**config.mk**
```make
export PLATFORM = sky130hd
export DESIGN_NAME = rgbw_divider
export DESIGN_NICKNAME = d
export VERILOG_FILES = /design/src/rtl/core/rgbw_pkg.sv /design/src/rtl/core/rgbw_divider.sv
export SDC_FILE = /design/constraint.sdc
export NUM_CORES = 1
export LEC_CHECK = 0
export BUFFER_PORTS_ARGS = -buffer_cell sky130_fd_sc_hd__buf_2
export CAP_MARGIN = 40
export CORE_MARGIN = 2
export CORE_UTILIZATION = 40
export DETAILED_ROUTE_END_ITERATION = 8
export GPL_TIMING_DRIVEN = 0
export PLACE_DENSITY = 0.58
export SLEW_MARGIN = 20
export SYNTH_ARGS = -nofsm -noshare
export SYNTH_HDL_FRONTEND = slang
export SYNTH_SLANG_ARGS = --single-unit
```
**constraint.sdc**
```tcl
create_clock -name clock -period 3.5 [get_ports clock]
set_input_delay 0.7 -clock clock [delete_from_list [all_inputs] [get_ports clock]]
set_output_delay 0.7 -clock clock [all_outputs]
set_load 0.005 [all_outputs]
```
**src/rtl/core/rgbw_pkg.sv**
```systemverilog
// Package for the RGBW fade pixel blender: widths, register indexes and helpers.
// Used by rgbw_divider.sv and rgbw_fade_pixel_blender.sv.
package rgbw_pkg;
   localparam int ChanW  = 8;
   localparam int NumCh  = 4;
   localparam int SumW   = 12;          // 12*255 = 3060
   localparam int QuoW   = 8;
   localparam int ProgW  = 17;
   localparam logic [ProgW-1:0] ProgOne = 17'h10000;
   localparam int CsrIdxW = 1;
   localparam int CsrDataW = 32;
   localparam logic [CsrIdxW-1:0] CsrTarget = 1'b0;
   localparam logic [CsrIdxW-1:0] CsrLimit  = 1'b1;

   typedef logic [NumCh-1:0][ChanW-1:0] color_type;

   function automatic logic [SumW-1:0] weighted_sum(input color_type c);
      logic [SumW-1:0] s;
      s = SumW'(5 * c[3]) + SumW'(2 * c[2]) + SumW'(3 * c[1]) + SumW'(2 * c[0]);
      return s;
   endfunction
endpackage

```
**src/rtl/core/rgbw_divider.sv**
```systemverilog
// Pipelined restoring divider: quotient of (ch*ssum)/tsum, known to fit 8 bits
// since ssum < tsum. One quotient bit per stage. Depends on rgbw_pkg.
module rgbw_divider (
   input  logic                     clock,
   input  logic                     advance,
   input  logic [rgbw_pkg::ChanW+rgbw_pkg::SumW-1:0] num,
   input  logic [rgbw_pkg::SumW-1:0] den,
   output logic [rgbw_pkg::QuoW-1:0] quo
);
   localparam int N  = rgbw_pkg::QuoW;
   localparam int NW = rgbw_pkg::ChanW + rgbw_pkg::SumW;
   localparam int RW = rgbw_pkg::SumW + 1;

   logic [NW-1:0] rem_ff [N+1];
   logic [rgbw_pkg::SumW-1:0] den_ff [N+1];
   logic [N-1:0] q_ff [N+1];
   logic [NW-1:0] rem_in [N];
   logic [N-1:0] q_in [N];

   always_comb begin
      rem_ff[0] = num;
      den_ff[0] = den;
      q_ff[0]   = '0;
   end

   for (genvar i = 0; i < N; i++) begin : g_st
      localparam int Sh = N - 1 - i;
      logic [NW+N-1:0] dsh;
      always_comb begin
         dsh = (NW+N)'(den_ff[i]) << Sh;
         if ({{N{1'b0}}, rem_ff[i]} >= dsh) begin
            rem_in[i] = rem_ff[i] - NW'(dsh);
            q_in[i]   = q_ff[i] | (N'(1) << Sh);
         end else begin
            rem_in[i] = rem_ff[i];
            q_in[i]   = q_ff[i];
         end
      end
      always_ff @(posedge clock) begin
         if (advance) begin
            rem_ff[i+1] <= rem_in[i];
            den_ff[i+1] <= den_ff[i];
            q_ff[i+1]   <= q_in[i];
         end
      end
   end

   assign quo = q_ff[N];
   logic unused_ok;
   assign unused_ok = ^{rem_ff[N], den_ff[N], RW'(0)};
endmodule

```
---- Word level (Yosys, flattened, before mapping) ----
Cells that the tools add are included.
W data, S select, Z words.
operators by class
  add/subtract/negate cells ............... 7
  $lt $le $gt $ge ......................... 8
  multiplexer cells ....................... 8
operators by type and width
  operator          number
  $mux W20          7
  $ge A20 B12 Y1    1
  $ge A20 B13 Y1    1
  $ge A20 B14 Y1    1
  $ge A20 B15 Y1    1
  $ge A20 B16 Y1    1
  $ge A20 B17 Y1    1
  $ge A20 B18 Y1    1
  $ge A20 B19 Y1    1
  $sub A20 B13 Y20  1
  $sub A20 B14 Y20  1
  $sub A20 B15 Y20  1
  $sub A20 B16 Y20  1
  $sub A20 B17 Y20  1
  $sub A20 B18 Y20  1
  $sub A20 B19 Y20  1
  $mux W8           1
word-level totals
  bits in registers ....................... 288
  input bits .............................. 34
  logic and storage cells ................. 52

---- Logic depth before layout (Yosys ltp) ----
  word-level depth ........................ 2
  depth in mapped cells ................... 12
  mapped depth without buffers ............ 11

---- Worst setup path before layout ----
Ideal clock, no wire load.
  kind .................................... register to register
  start ................................... reg den_ff[60] (netlist name)
  end ..................................... reg rem_ff[99] (netlist name), data pin
  library setup time ...................... 0.258 ns
  arrival time ............................ 2.493 ns
  data required time ...................... 3.242 ns
  setup slack ............................. 0.749 ns
  stages on the path, launching flop included .. 10
  path buffers ............................ 0
  cell sequence ........................... edfxtp_1 > ha_1 > fa_1 > nor2b_1 > o31ai_1 > a22oi_1 > nand2_1 > o211a_2 > or4b_4 > xnor2_2
RTL lines
  item                              RTL line            source
  start: declaration                rgbw_divider.sv:15  logic [rgbw_pkg::SumW-1:0] den_ff [N+1];
  start signal: indexed assignment  rgbw_divider.sv:42  den_ff[i+1] <= den_ff[i];
  end signal: indexed assignment    rgbw_divider.sv:41  rem_ff[i+1] <= rem_in[i];
  end: declaration                  rgbw_divider.sv:14  logic [NW-1:0] rem_ff [N+1];

==> results.yml <==
layout:
  n_fill_cell: 3155
  drive_gt1_frac: 0.0930
  utilization: 0.453
  final_common_cell: "edfxtp_1"
  syn2layout_area_growth_pct: 12.1
  nets: 1366
  final_cell_area_um2: 15600
  diodes: 0
  final_cells: 1702
  multi_input_area_um2: 5480
  final_cell_mix: "edfxtp_1 (260), inv_1 (118), ha_1 (96)"
  regArea_um2: 7810
placed_design:
  post_dp_cell_area_um2: 14700
  place_ws_ps: 248
  hpwlAfterDp_um: 18200
  port_buffers: 41
  dp.cells: 1653
  gp_congestion: 0.936
sta:
  min_period_ps: 3250
  fin_worst_skew_ps: 7.74
  timing.hold.ws_ps: 349
  layout_setup_ws_ps: 251
  rsz0062_at_grt: "no"
  finalCritPeriodShare: 0.928
  hold_viol_final: 0
  setup_viol: 0
  worst_pin_slew_ps: 711
  relSlewSlack: 0.525
  setup_tns_ps: 0
  max_freq_mhz: 308
  slew_viol_final: 0
floorplanning:
  initial_core_util: 0.404
  row_count: 68
  die-area_um2: 36200
  die_h_um: 190
  die_w_um: 190
  io_pins: 42
  core_um2: 34400
worst_setup_path:
  worst_setup_path_end_kind: "flop"
  crit_top_cell: "inv_1"
  required_ps: 3790
  max_stage_delay_ps: 540
  critical-path-slowest-cell: "a221oi_1"
  critPathLaunchType: "flop"
  crit_chain: "inv_1 -> ha_1 -> inv_1 -> fa_1 -> a21o_1 -> a221oi_1 -> o2bb2ai_1 -> o21bai_1 -> clkbuf_1 -> nand3b_1 -> xnor2_1"
  critPathKind: "flop to flop"
  crit_fanout: 10
  regToRegSetupSlack_ps: 250
  arrival_ps: 3540
synth:
  synth_area_per_cell_um2: 12.0
  synth_compound_area_frac: 0.119
  synth_edf_count: 260
  ys_seq_elements: 260
  synthAdderAreaFrac: 0.0966
  synth-simple-area-share: 0.103
  syn_area_um2: 13900
  synth_xor_area_frac: 0.0523
  ys_dominant_reg_cell: "edfxtp_1"
  synth_top_family_by_area: "compound AO/OA/AOI/OAI gates"
  synth_top_area_share: 0.562
  synthMuxAreaShare: 0.0246
  seq_area_frac_synth: 0.562
  synth_area_leaders: "edfxtp_1 (56%), ha_1 (8.6%), inv_1 (3.2%), a21oi_1 (2.7%), xnor2_1 (2.6%)"
  synth_cell_types: 76
  async_flop_share: 0
  netlist_instances: 1155
  syn-num-nets: 1292
  ys_warn_count: 0
  yosys.area.top_type: "edfxtp_1"
global_route:
  grt_max_degree: 114
  grt_pass1_wl_um: 40300
  overflow: 0
  antenna_found_initial: 0
  grt_pass1_vias: 8766
  grt.total_usage: 0.136
detailed_routing:
  first_pass_iters: 5
  vias: 8523
  drt_iter0_drc: 333
  via_per_inst: 5.01
  ant_nets: 0
  drc: 0
  wl_per_cell_um: 14.2
  totalWireLength_um: 24200
pwr:
  leakagePower_nw: 6.11
  power_density_nw_per_um2: 698
  power_mw: 10.9
  max-vdd-ir-drop_uv: 407
cts:
  cts-htree-levels: 1
  cts-root-buf: "clkbuf_16"
  cts_tree: "yes"
  cts_hold_buf: 0
  clk_latency_ps: 540
  path_clk_slew_ps: 60
  clockBufferDepth: 3
  post_cts_buffers: 0
  cts_sinks: 260
  numCtsBuffers: 29
  post_cts_resized: 0
status:
  status: "complete, no violations"
run:
  cap_violations: 0
hold_path:
  hold_class: "input port to flop"
==> cell type report <==
type | count | area share
flip-flops and latches | 260 | 0.502
multi-input cells | 750 | 0.352
clock buffers | 38 | 0.0488
well taps | 455 | 0.0366
inverters | 122 | 0.0294
repair buffers | 43 | 0.0174
plain buffers | 23 | 0.00884
clock inverters | 11 | 0.00482
==> layer usage <==
layer | up-vias | GRT usage | wire (um)
li1 | 4383 | - | -
met1 | 3900 | 0.141 | 9530
met2 | 153 | 0.263 | 12600
met3 | 87 | 0.0177 | 693
met4 | 0 | 0.0781 | 1430
met5 | - | 0 | 0
==> synth_stat cells (6+ instances only) <==
master and count:
edfxtp_1 260, inv_1 118, ha_1 96, nor2_1 83, a21oi_1 75, nand2_1 60, xnor2_1 42, xor2_1 39
o21ai_0 35, o21ai_1 33, nor3_1 27, a21o_1 25, mux2_1 23, o21a_1 16, nand2b_1 13, nand3_1 13
nor2b_1 11, a31oi_1 10, buf_4 9, or3_1 9, buf_2 8, nor4_1 8, fa_1 7, o21bai_1 7
a211oi_1 6, mux2i_1 6, nand4b_1 6, nor3b_1 6, o31a_1 6, or4_1 6
==> report_power, final <==
part	total, mW	switching (mW)	internal [mW]
Combinational	3.48	1.90	1.58
Sequential	4.69	0.365	4.33
Clock	2.68	1.11	1.58
==> critical path, delay by kind of cell (launching register included) <==
family,cells,cell delay [ps]
buffers and inverters,3,480
AOI/OAI and AO/OA,4,1350
xor gates and xnor gates,1,70
adders and majority gates,2,540
and+or+nand+nor,1,180
DFF,1,380
==> sequential cells by signal, summed over array words and instances (netlist names) <==
register	cells
den_ff	84
q_ff	28
quo	8
rem_ff	140
==> worst paths after layout <==
kind	end	depth (start not counted)	startpoint
worst min register to register	q_ff[15]$_DFFE_PP_	0	q_ff[23]$_DFFE_PP_
worst min-delay path	rem_ff[146]$_DFFE_PP_	1	num[6]
worst max-delay path	rem_ff[54]$_DFFE_PP_	11	rem_ff[62]$_DFFE_PP_
worst max register to register	rem_ff[54]$_DFFE_PP_	11	rem_ff[62]$_DFFE_PP_
==> logic make-up after synthesis <==
kind of cell    count (synthesis)
compound gates                256
xor+xnor                       82
mux                            31
flops                         260
buf+inv                       145
simple gates                  278
fa+ha+maj                     103
(Power assumes the default switching activity.)
